`config.mk`:
```
export PLATFORM = sky130hd
export DESIGN_NAME = power_meter_frame_parser
export DESIGN_NICKNAME = d
export VERILOG_FILES = /design/src/rtl/pmfp_pkg.sv /design/src/rtl/pmfp_collect.sv /design/src/rtl/pmfp_kept_store.sv /design/src/rtl/pmfp_finish.sv /design/src/rtl/power_meter_frame_parser.sv
export SDC_FILE = /design/constraint.sdc
export NUM_CORES = 2
export LEC_CHECK = 0
export ABC_AREA = 1
export BUFFER_PORTS_ARGS = -buffer_cell sky130_fd_sc_hd__buf_4
export CAP_MARGIN = 0
export CORE_ASPECT_RATIO = 0.8
export CORE_MARGIN = 2
export CORE_UTILIZATION = 52
export CTS_CLUSTER_SIZE = 40
export DETAILED_ROUTE_END_ITERATION = 6
export PLACE_DENSITY_LB_ADDON = 0.25
export SKIP_CTS_REPAIR_TIMING = 1
export SYNTH_ARGS = -nofsm -noshare
export SYNTH_HDL_FRONTEND = slang
export SYNTH_SLANG_ARGS = --single-unit
```
`constraint.sdc`:
```
create_clock -name clk -period 15 [get_ports clk]
set_clock_uncertainty 0.2 [all_clocks]
set_input_delay 0.75 -clock clk [delete_from_list [all_inputs] [get_ports clk]]
set_output_delay 0.75 -clock clk [all_outputs]
set_load 0.05 [all_outputs]
```
`src/rtl/pmfp_pkg.sv`:
```
`default_nettype none
package pmfp_pkg;

  localparam int DEV_W = 5;

  // Byte positions within a frame. Byte 1 and the checksum byte 23 are skipped.
  localparam logic [4:0] POS_STATE    = 5'd0;
  localparam logic [4:0] POS_VPARAM   = 5'd2;
  localparam logic [4:0] POS_VDATA    = 5'd5;
  localparam logic [4:0] POS_CPARAM   = 5'd8;
  localparam logic [4:0] POS_CDATA    = 5'd11;
  localparam logic [4:0] POS_PPARAM   = 5'd14;
  localparam logic [4:0] POS_PDATA    = 5'd17;
  localparam logic [4:0] POS_FLAGS    = 5'd20;
  localparam logic [4:0] POS_PULSE_LO = 5'd21;
  localparam logic [4:0] POS_CHECKSUM = 5'd23;
  localparam logic [4:0] POS_PULSE_HI = 5'd24;
  localparam logic [4:0] POS_LAST     = 5'd28;
  localparam logic [4:0] FRAME_LEN    = 5'd29;

  localparam logic [7:0] TRAILER  = 8'h55;
  localparam logic [7:0] OVF_MASK = 8'hF0;

  // Update flag bits in byte 20.
  localparam int FLAG_V = 6;
  localparam int FLAG_C = 5;
  localparam int FLAG_P = 4;

  // State register bits used in an overflow report.
  localparam int ST_OVF_N = 0;
  localparam int ST_P     = 1;
  localparam int ST_C     = 2;
  localparam int ST_V     = 3;

  typedef struct packed {
    logic [7:0]       data_byte;
    logic             frame_start;
    logic [DEV_W-1:0] device_index;
    logic             relay_on;
  } pmfp_in_t;

  typedef struct packed {
    logic [DEV_W-1:0] out_device;
    logic [7:0]       state_reg;
    logic [23:0]      voltage_param;
    logic [23:0]      voltage_data;
    logic [23:0]      current_param;
    logic [23:0]      current_data;
    logic [23:0]      power_param;
    logic [23:0]      power_data;
    logic [47:0]      total_pulses;
  } pmfp_out_t;

  typedef struct packed {
    logic [DEV_W-1:0] device;
    logic             relay;
    logic [7:0]       state;
    logic [7:0]       flags;
    logic [23:0]      vparam;
    logic [23:0]      vdata;
    logic [23:0]      cparam;
    logic [23:0]      cdata;
    logic [23:0]      pparam;
    logic [23:0]      pdata;
    logic [15:0]      pulse_low;
    logic [31:0]      pulse_high;
  } pmfp_frame_t;

  typedef struct packed {
    logic [23:0] voltage;
    logic [23:0] current;
    logic [23:0] power;
  } pmfp_kept_t;

  typedef struct packed {
    logic       en;
    pmfp_kept_t data;
  } pmfp_wr_t;

endpackage
`default_nettype wire

```
`src/rtl/pmfp_collect.sv`:
```
`default_nettype none
module pmfp_collect (
  input  wire logic                 clk,
  input  wire logic                 rst_n,
  input  wire logic                 accept,
  input  wire pmfp_pkg::pmfp_in_t   in_data,
  output pmfp_pkg::pmfp_frame_t     frame,
  output logic                      last_pos,
  output logic                      fire
);

  logic [4:0]  count_r;
  logic [4:0]  idx;
  logic        active;
  logic        take;
  logic [pmfp_pkg::DEV_W-1:0] device_r;
  logic        relay_r;
  logic [7:0]  state_r;
  logic [7:0]  flags_r;
  logic [23:0] vparam_r;
  logic [23:0] vdata_r;
  logic [23:0] cparam_r;
  logic [23:0] cdata_r;
  logic [23:0] pparam_r;
  logic [23:0] pdata_r;
  logic [15:0] pulse_low_r;
  logic [31:0] pulse_high_r;
  logic [7:0]  b;

  always_comb begin
    b        = in_data.data_byte;
    idx      = in_data.frame_start ? pmfp_pkg::POS_STATE : count_r;
    active   = in_data.frame_start || (count_r < pmfp_pkg::FRAME_LEN);
    take     = accept && active;
    last_pos = !in_data.frame_start && (count_r == pmfp_pkg::POS_LAST);
    fire     = take && (idx == pmfp_pkg::POS_LAST) && (b == pmfp_pkg::TRAILER);
  end

  // A frame start always restarts at byte 0, dropping any partial frame.
  always_ff @(posedge clk) begin
    if (!rst_n) begin
      count_r  <= pmfp_pkg::FRAME_LEN;
      device_r <= '0;
      relay_r  <= 1'b0;
    end else begin
      if (accept && in_data.frame_start) begin
        device_r <= in_data.device_index;
        relay_r  <= in_data.relay_on;
      end
      if (take) begin
        count_r <= (idx == pmfp_pkg::POS_LAST) ? pmfp_pkg::FRAME_LEN : idx + 5'd1;
      end
    end
  end

  // Multi-byte fields arrive most significant byte first.
  always_ff @(posedge clk) begin
    if (take) begin
      case (idx) inside
        pmfp_pkg::POS_STATE: state_r <= b;
        [pmfp_pkg::POS_VPARAM:pmfp_pkg::POS_VDATA - 5'd1]:
          vparam_r <= {vparam_r[15:0], b};
        [pmfp_pkg::POS_VDATA:pmfp_pkg::POS_CPARAM - 5'd1]:
          vdata_r <= {vdata_r[15:0], b};
        [pmfp_pkg::POS_CPARAM:pmfp_pkg::POS_CDATA - 5'd1]:
          cparam_r <= {cparam_r[15:0], b};
        [pmfp_pkg::POS_CDATA:pmfp_pkg::POS_PPARAM - 5'd1]:
          cdata_r <= {cdata_r[15:0], b};
        [pmfp_pkg::POS_PPARAM:pmfp_pkg::POS_PDATA - 5'd1]:
          pparam_r <= {pparam_r[15:0], b};
        [pmfp_pkg::POS_PDATA:pmfp_pkg::POS_FLAGS - 5'd1]:
          pdata_r <= {pdata_r[15:0], b};
        pmfp_pkg::POS_FLAGS: flags_r <= b;
        [pmfp_pkg::POS_PULSE_LO:pmfp_pkg::POS_CHECKSUM - 5'd1]:
          pulse_low_r <= {pulse_low_r[7:0], b};
        [pmfp_pkg::POS_PULSE_HI:pmfp_pkg::POS_LAST - 5'd1]:
          pulse_high_r <= {pulse_high_r[23:0], b};
        default: ;
      endcase
    end
  end

  always_comb begin
    frame.device     = device_r;
    frame.relay      = relay_r;
    frame.state      = state_r;
    frame.flags      = flags_r;
    frame.vparam     = vparam_r;
    frame.vdata      = vdata_r;
    frame.cparam     = cparam_r;
    frame.cdata      = cdata_r;
    frame.pparam     = pparam_r;
    frame.pdata      = pdata_r;
    frame.pulse_low  = pulse_low_r;
    frame.pulse_high = pulse_high_r;
  end

endmodule
`default_nettype wire

```
`src/rtl/pmfp_kept_store.sv`:
```
`default_nettype none
module pmfp_kept_store #(
  parameter int DEVICE_COUNT = 32
) (
  input  wire logic                         clk,
  input  wire logic                         rst_n,
  input  wire logic [pmfp_pkg::DEV_W-1:0]   dev,
  input  wire pmfp_pkg::pmfp_wr_t           wr,
  output pmfp_pkg::pmfp_kept_t              kept
);

  localparam int AW = (DEVICE_COUNT > 1) ? $clog2(DEVICE_COUNT) : 1;
  localparam int IW = (AW > pmfp_pkg::DEV_W) ? AW : pmfp_pkg::DEV_W;

  pmfp_pkg::pmfp_kept_t mem [DEVICE_COUNT];
  logic [DEVICE_COUNT-1:0] valid_r;
  logic [IW-1:0]           dev_ext;
  logic [AW-1:0]           addr;
  logic                    in_range;
  logic                    hit_r;
  pmfp_pkg::pmfp_kept_t    rd_data_r;

  always_comb begin
    dev_ext  = IW'(dev);
    addr     = dev_ext[AW-1:0];
    in_range = 32'(dev) < DEVICE_COUNT;
  end

  // Entries never written read as zero; devices beyond the store are not kept.
  always_ff @(posedge clk) begin
    if (!rst_n) begin
      valid_r <= '0;
      hit_r   <= 1'b0;
    end else begin
      hit_r <= in_range && valid_r[addr];
      if (wr.en && in_range) begin
        valid_r[addr] <= 1'b1;
      end
    end
  end

  always_ff @(posedge clk) begin
    if (wr.en && in_range) begin
      mem[addr] <= wr.data;
    end
    rd_data_r <= mem[addr];
  end

  assign kept = hit_r ? rd_data_r : '0;

endmodule
`default_nettype wire

```
`src/rtl/pmfp_finish.sv`:
```
`default_nettype none
module pmfp_finish (
  input  wire logic                   clk,
  input  wire logic                   rst_n,
  input  wire pmfp_pkg::pmfp_frame_t  frame,
  input  wire pmfp_pkg::pmfp_kept_t   kept,
  input  wire logic                   fire,
  input  wire logic                   out_stall,
  output logic                        out_valid,
  output pmfp_pkg::pmfp_out_t         out_data,
  output pmfp_pkg::pmfp_wr_t          wr
);

  logic                 out_valid_r;
  pmfp_pkg::pmfp_out_t  out_data_r;
  pmfp_pkg::pmfp_out_t  out_data_nxt;
  logic [23:0]          v;
  logic [23:0]          c;
  logic [23:0]          p;
  logic                 ovf;

  always_comb begin
    v = frame.flags[pmfp_pkg::FLAG_V] ? frame.vdata : kept.voltage;
    c = frame.flags[pmfp_pkg::FLAG_C] ? frame.cdata : kept.current;
    p = frame.flags[pmfp_pkg::FLAG_P] ? frame.pdata : kept.power;
    ovf = ((frame.state & pmfp_pkg::OVF_MASK) == pmfp_pkg::OVF_MASK) &&
          !frame.state[pmfp_pkg::ST_OVF_N];
    // An overflow report zeroes single values, and the current also when the
    // relay is off; any other state but the normal one zeroes them all.
    if (ovf) begin
      if (frame.state[pmfp_pkg::ST_P]) p = '0;
      if (frame.state[pmfp_pkg::ST_C] || !frame.relay) c = '0;
      if (frame.state[pmfp_pkg::ST_V]) v = '0;
    end else if (frame.state != pmfp_pkg::TRAILER) begin
      v = '0;
      c = '0;
      p = '0;
    end

    out_data_nxt.out_device    = frame.device;
    out_data_nxt.state_reg     = frame.state;
    out_data_nxt.voltage_param = frame.vparam;
    out_data_nxt.voltage_data  = v;
    out_data_nxt.current_param = frame.cparam;
    out_data_nxt.current_data  = c;
    out_data_nxt.power_param   = frame.pparam;
    out_data_nxt.power_data    = p;
    out_data_nxt.total_pulses  = {frame.pulse_high, frame.pulse_low};

    wr.en           = fire;
    wr.data.voltage = v;
    wr.data.current = c;
    wr.data.power   = p;
  end

  always_ff @(posedge clk) begin
    if (!rst_n) begin
      out_valid_r <= 1'b0;
    end else if (fire) begin
      out_valid_r <= 1'b1;
    end else if (!out_stall) begin
      out_valid_r <= 1'b0;
    end
  end

  always_ff @(posedge clk) begin
    if (fire) begin
      out_data_r <= out_data_nxt;
    end
  end

  assign out_valid = out_valid_r;
  assign out_data  = out_data_r;

endmodule
`default_nettype wire

```
`src/rtl/power_meter_frame_parser.sv`:
```
// Energy-meter frame parser.
// The input channel carries one frame byte per beat, most significant byte
// first, with frame_start marking byte 0 and the device index and relay state
// sampled on that beat. A frame is 29 bytes; bytes outside a frame are dropped.
// After the last byte, if it is the 0x55 trailer, one reading is presented on
// the output channel in the cycle after that beat is accepted. Data values not
// flagged as updated come from the per-device kept values, which are then
// overwritten with the final (possibly zeroed) values.
// Throughput is one byte per cycle while in_stall is low; the staging registers
// and the kept-value memory are each touched once per beat. The kept values are
// read ahead during the frame, so they are ready when the last byte arrives.
// in_stall rises only when the next byte due is the last of a frame and the
// previous reading is still held by a stalled receiver; the output register
// keeps that reading unchanged until it is taken.
// Reset idles the byte counter, drops any pending reading and makes every
// device's kept values read as zero.
`default_nettype none
module power_meter_frame_parser #(
  parameter int DEVICE_COUNT = 32
) (
  input  wire logic                 clk,
  input  wire logic                 rst_n,
  input  wire logic                 in_valid,
  output logic                      in_stall,
  input  wire pmfp_pkg::pmfp_in_t   in_data,
  output logic                      out_valid,
  input  wire logic                 out_stall,
  output pmfp_pkg::pmfp_out_t       out_data
);

  pmfp_pkg::pmfp_frame_t frame;
  pmfp_pkg::pmfp_kept_t  kept;
  pmfp_pkg::pmfp_wr_t    wr;
  logic                  last_pos;
  logic                  fire;
  logic                  accept;

  assign in_stall = out_valid && out_stall && last_pos;
  assign accept   = in_valid && !in_stall;

  pmfp_collect u_collect (
    .clk      (clk),
    .rst_n    (rst_n),
    .accept   (accept),
    .in_data  (in_data),
    .frame    (frame),
    .last_pos (last_pos),
    .fire     (fire)
  );

  pmfp_kept_store #(
    .DEVICE_COUNT (DEVICE_COUNT)
  ) u_store (
    .clk   (clk),
    .rst_n (rst_n),
    .dev   (frame.device),
    .wr    (wr),
    .kept  (kept)
  );

  pmfp_finish u_finish (
    .clk       (clk),
    .rst_n     (rst_n),
    .frame     (frame),
    .kept      (kept),
    .fire      (fire),
    .out_stall (out_stall),
    .out_valid (out_valid),
    .out_data  (out_data),
    .wr        (wr)
  );

endmodule
`default_nettype wire

```
After elaboration in Yosys (flattened, before gate mapping)

Memory sizes are Yosys's and may differ from the RTL's. A register that Yosys moved wholly into a read port is not among the register bits.
Index checks and enable logic that the tools add are counted.

Equal/unequal tests: 7
Add/subtract/negate cells: 1
Bitwise logic cells: 10
Magnitude comparators: 19
Multiplexer cells: 23
Reduce and logical (&&, ||, !) cells: 35

Operator list:

| operator            | count |
|---|---|
| $mux 24             | 12 |
| $mux 72             | 1 |
| $or 32x32->32       | 1 |
| $le 5x5->1 const B  | 4 |
| $logic_and 1x1->1   | 18 |
| $eq 5x5->1 const B  | 3 |
| $ge 5x4->1 const B  | 3 |
| $ge 5x5->1 const B  | 3 |
| $reduce_and 11->1   | 1 |
| $le 5x3->1 const B  | 2 |
| $le 5x4->1 const B  | 2 |
| $mux 5              | 2 |
| $reduce_and 10->1   | 1 |
| $not 1->1           | 9 |
| $reduce_and 9->1    | 1 |
| $eq 8x7->1 const B  | 1 |
| $ne 8x7->1 const B  | 1 |
| $reduce_and 8->1    | 1 |
| $reduce_and 7->1    | 1 |
| $lt 5x6->1 const B  | 1 |
| $mux 1              | 6 |
| $reduce_and 6->1    | 1 |
| $add 5x1->5 const B | 1 |
| $bmux 1 s5          | 1 |
| 14 further kinds    | 18 |

Register bits after elaboration: 457
Memory bits (writable): 2,304
Memories kept: 1
Word-level logic and storage cells: 121
Input port bits: 19
Output and inout bits: 207

Memories:

| name        | depth | width | rd ports | clocked after memory_dff | wr ports | line                  | text |
|---|---|---|---|---|---|---|---|
| u_store.mem | 32    | 72    | 1        | 1                        | 1        | pmfp_kept_store.sv:15 | `pmfp_pkg::pmfp_kept_t mem [DEVICE_COUNT];` |

Longest topological paths before layout

Depth in word-level cells: 10
Depth in mapped cells: 11
Gate-level depth less buffers: 11

By module

A second synthesis with hierarchy kept.

Cells, all modules: 7,443
Area, all modules: 104,863.1 um^2

By module, submodules not included:

| module                   | seq. area each (um^2) | times used | cells an instance | area an instance (um^2) |
|---|---|---|---|---|
| pmfp_kept_store          | 71,288.4              | 1          | 6,628             | 90,005.1 |
| pmfp_finish              | 6,175.9               | 1          | 477               | 7,766.2 |
| pmfp_collect             | 6,466.2               | 1          | 334               | 7,075.5 |
| power_meter_frame_parser | 0.0                   | 1          | 4                 | 16.3 |

Worst setup path before layout

Ideal clock, no wire load.

Kind: input-to-reg
Start: in in_data[6] (netlist bit)
End: mem u_store.mem[15][0] (netlist bit) (enable)
Cell stages on the path: 10
Setup time: 426 ps
Buffers on the path: 1
Required time: 14,374 ps
Path slack: 9,766 ps
Arrival: 4,608 ps
Path through: inv_2 -> nand2_1 -> ha_1 -> inv_1 -> nor3_1 -> nand2_1 -> nor2_2 -> buf_6 -> nand3_1 -> inv_1

Cells in the longest elaborated chain, start to end: 10
Elaborated cells between the ends (all ways): 13
Classes of those cells: eq/ne: 1; mux: 3; reduce/logical: 9

RTL lines:

| what                               | line                           | text |
|---|---|---|
| start, declared                    | power_meter_frame_parser.sv:25 | `input wire pmfp_pkg::pmfp_in_t in_data,` |
| $logic_not 1->1                    | pmfp_collect.sv:35             | `last_pos = !in_data.frame_start && (count_r == pmfp_pkg::POS_LAST);` |
| $logic_and 1x1->1                  | pmfp_collect.sv:35             |  |
| $logic_and 1x1->1                  | power_meter_frame_parser.sv:38 | `assign in_stall = out_valid && out_stall && last_pos;` |
| $logic_not 1->1                    | power_meter_frame_parser.sv:39 | `assign accept = in_valid && !in_stall;` |
| $logic_and 1x1->1                  | power_meter_frame_parser.sv:39 |  |
| $logic_and 1x1->1                  | pmfp_collect.sv:34             | `take = accept && active;` |
| $logic_and 1x1->1 (*) (2 in a row) | pmfp_collect.sv:36             | `fire = take && (idx == pmfp_pkg::POS_LAST) && (b == pmfp_pkg::TRAILER);` |
| named net fire                     | power_meter_frame_parser.sv:35 | `logic fire;` |
| $mux 1 (*)                         | pmfp_kept_store.sv:43          | `if (wr.en && in_range) begin` |
| $mux 1 (not written as such) (*)   | pmfp_kept_store.sv:44          | `mem[addr] <= wr.data;` |
| end, declared                      | pmfp_kept_store.sv:15          |  |

The timed path passes the listed nets; every way through them passes the cells marked *.

Worst setup path after layout

Start: reg u_collect.device_r[0] (netlist bit)
End: mem u_store.mem[28][13] (netlist bit) (enable)

RTL lines:

| what                   | line               | text |
|---|---|---|
| start, declared        | pmfp_collect.sv:16 | `logic [pmfp_pkg::DEV_W-1:0] device_r;` |
| start signal, assigned | pmfp_collect.sv:47 | `device_r <= in_data.device_index;` |

No word-level cell before the write port.

==> results.toml <==
[power]
p_per_area_nw_per_um2 = 136.0
irDropWorstVdd_v = 0.00009505
power_leakage_nw = 42.13

[sta]
rsz0062_at_grt = "false"
finalMaxSlewViolations = 0
relSlewSlack_pct = 1.151
post-route-worst-setup-slack_ns = 9.676
tightest_slew_ns = 1.475
setup_tns_ns = 0
period_share_pct = 35.49
fmax_mhz = 187.8
hold_ws_ns = -0.02839
hold_violations = 2
period_needed_ns = 5.324
finalSetupViolCount = 0

[grt]
use_met3_pct = 5.610
busiest_layer = "met2"
grt_max_degree = 185
grt_pass1_vias = 57400
antenna_found_initial = 9
use_met2_pct = 42.29
overflow = 0
grt_usage_pct = 27.86
grt_use_met1_pct = 40.11
grt_pass1_wl_mm = 406.3

[hold_path]
hold_class = "input pin to flip-flop"
holdPathStages = 3
min_from = "in_data[4]"

[synthesis]
synth_nets = 6563
yosys_register_bits = 2829
yosysWarningCount = 0
syn_avg_cell_area_sq_um = 15.71
synth.distinct_cells = 26
synth_cells = 6541
synth.cell_area_sq_um = 102800
ys_seq_area_share_pct = 81.53

[route]
drt_iter0_drc = 8864
ant_nets = 0
avgRoutedWirePerCell_microns = 29.81
avgViaCountPerCell = 6.259
drc = 0
firstDrtPassIters = 6
vias = 59930
wirelength_mm = 285.5

[cts]
tritoncts = "yes"
clkTransAtPathRegs_ns = 0.06
cts.sinks = 2829
cts-root-buf = "clkbuf_16"
h-tree-depth = 5
clock_latency_ns = 0.92
clockBufferDepth = 4
cts_buffers = 280

[place]
gp_congestion = 0.8815
hpwlAfterDp_mm = 148.7
pre_cts_ws_ns = 9.849
port-buffer-count = 225

[finish]
drive_gt1_share_pct = 11.68
syn_to_final_growth_pct = 13.20
final_nets = 6835
final_core_util_pct = 59.43
fill_cells = 14360
final_common_cell = "edfxtp_1"
final_cell_mix = "edfxtp_1, nand2_1, a22oi_1"

[die]
core-area_sq_um = 195800
ioPinCount = 226
die-area_sq_um = 201200
row_count = 145
initial_core_util_pct = 52.50
die_y_microns = 401.6
die_w_microns = 501.0

[worst_setup_path]
ff2ff_path_depth = 6
cp-end-kind = "flip-flop"
crit_start = "u_collect.device_r[0]"
critPathLaunchType = "flip-flop"
crit_required_ns = 15.33
cp.arrival_ns = 5.65
timing_worst_setup_path_type = "flip-flop to flip-flop"
worstPathMaxFanout = 184
rr_startpoint = "u_collect.device_r[0]"

[run_status]
failed_checks = "negative hold slack, max-capacitance violations"
status = "finished with violations"

[job]
drv_cap = 1
## final cells by class
class,count,area [sq um],share of cell area [%]
flip-flops and latches,2829,83780,72.02
clock buffers,377,7611,6.542
multi-input cells,3252,17540,15.08
clock inverters,95,910.9,0.7830
repair buffers,347,2708,2.327
well taps,2572,3218,2.766
diodes,1,2.502,0.002151
inverters,103,561.8,0.4829
## routing by layer
layer  wire, microns  vias up
li1                -    25410
met1          112600    30300
met2          131200     3641
met3           30150      579
met4           11570        2
met5              10        -
## registers in the layout, summed over array words and instances (netlist names), 32 cells and up
name and cells:
u_store.mem 2304, u_store.rd_data_r 72, u_collect.pulse_high_r 32, u_finish.out_data 205
u_store.valid_r 32
## cells in the mapped netlist
cell type	number	area (sq um)
nand2_1	1568	5886
clkinv_1	1	3.750
a21oi_1	93	465.5
nor4_1	1	6.260
nand4_1	5	31.28
edfxtp_1	2712	81440
dfxtp_1	117	2342
inv_2	6	22.52
o21ai_0	37	185.2
nand3_1	49	245.2
a22oi_1	1176	8828
nand3b_1	2	15.01
nor2_2	1	6.260
clkbuf_1	134	503.0
nor2_1	248	930.9
nor3_1	58	290.3
nand2_2	1	6.260
o211ai_1	3	22.52
ha_1	3	37.54
buf_1	49	183.9
inv_1	96	360.4
xor2_1	2	17.52
buf_2	171	855.8
buf_6	3	33.78
o31ai_1	1	7.510
nor3_2	4	40.04
## worst max-delay path, cell delays in order, from the launching register on
cell,delay (ns)
dfxtp_1,0.39
nor2_4,0.63
buf_12,0.68
buf_12,0.70
buf_4,0.76
nand3_1,0.34
inv_6,0.70
## per-stage QoR
step                      hold WS (ns)  std cells  total power, W  area, sq um
after global routing           0.01026       9575         0.01618       116300
after CTS                      -0.1332       9569         0.01585       116300
final                         -0.02839       9576         0.01582       116300
after global placement          0.2019       9097        0.009258       107700
after floorplan                 0.2003       6541        0.009065       102800
after detailed placement        0.2045       9097        0.009261       107700
## logic make-up (layout without fill, tap and decap cells)
kind of cell | Yosys count | after routing | synth area share, %
DFF | 2829 | 2829 | 81.53
and+or+nand+nor | 1937 | 1937 | 7.257
AOI/OAI and AO/OA | 1310 | 1310 | 9.253
buffers and inverters | 460 | 922 | 1.910
adders and majority gates | 3 | 3 | 0.03653
xor gates and xnor gates | 2 | 2 | 0.01705
other | 0 | 1 | 0
## path summary, 6_finish.rpt
path	end	slack, ns
hold reg to reg	u_finish.out_data[12]	0.22
setup / recovery	u_store.mem[28][13]	9.68
hold / removal	u_collect.device_r[3]	-0.03
setup reg to reg	u_store.mem[28][13]	9.68
## report_power, final
group / total (W) / leakage, nW / switching (W) / internal [W]
Combinational: 0.000503 / 10.3 / 0.000385 / 0.000118
Clock: 0.00671 / 4.13 / 0.00285 / 0.00386
Sequential: 0.00861 / 27.7 / 0.0000296 / 0.00858
Power figures use the tool's default switching activity.
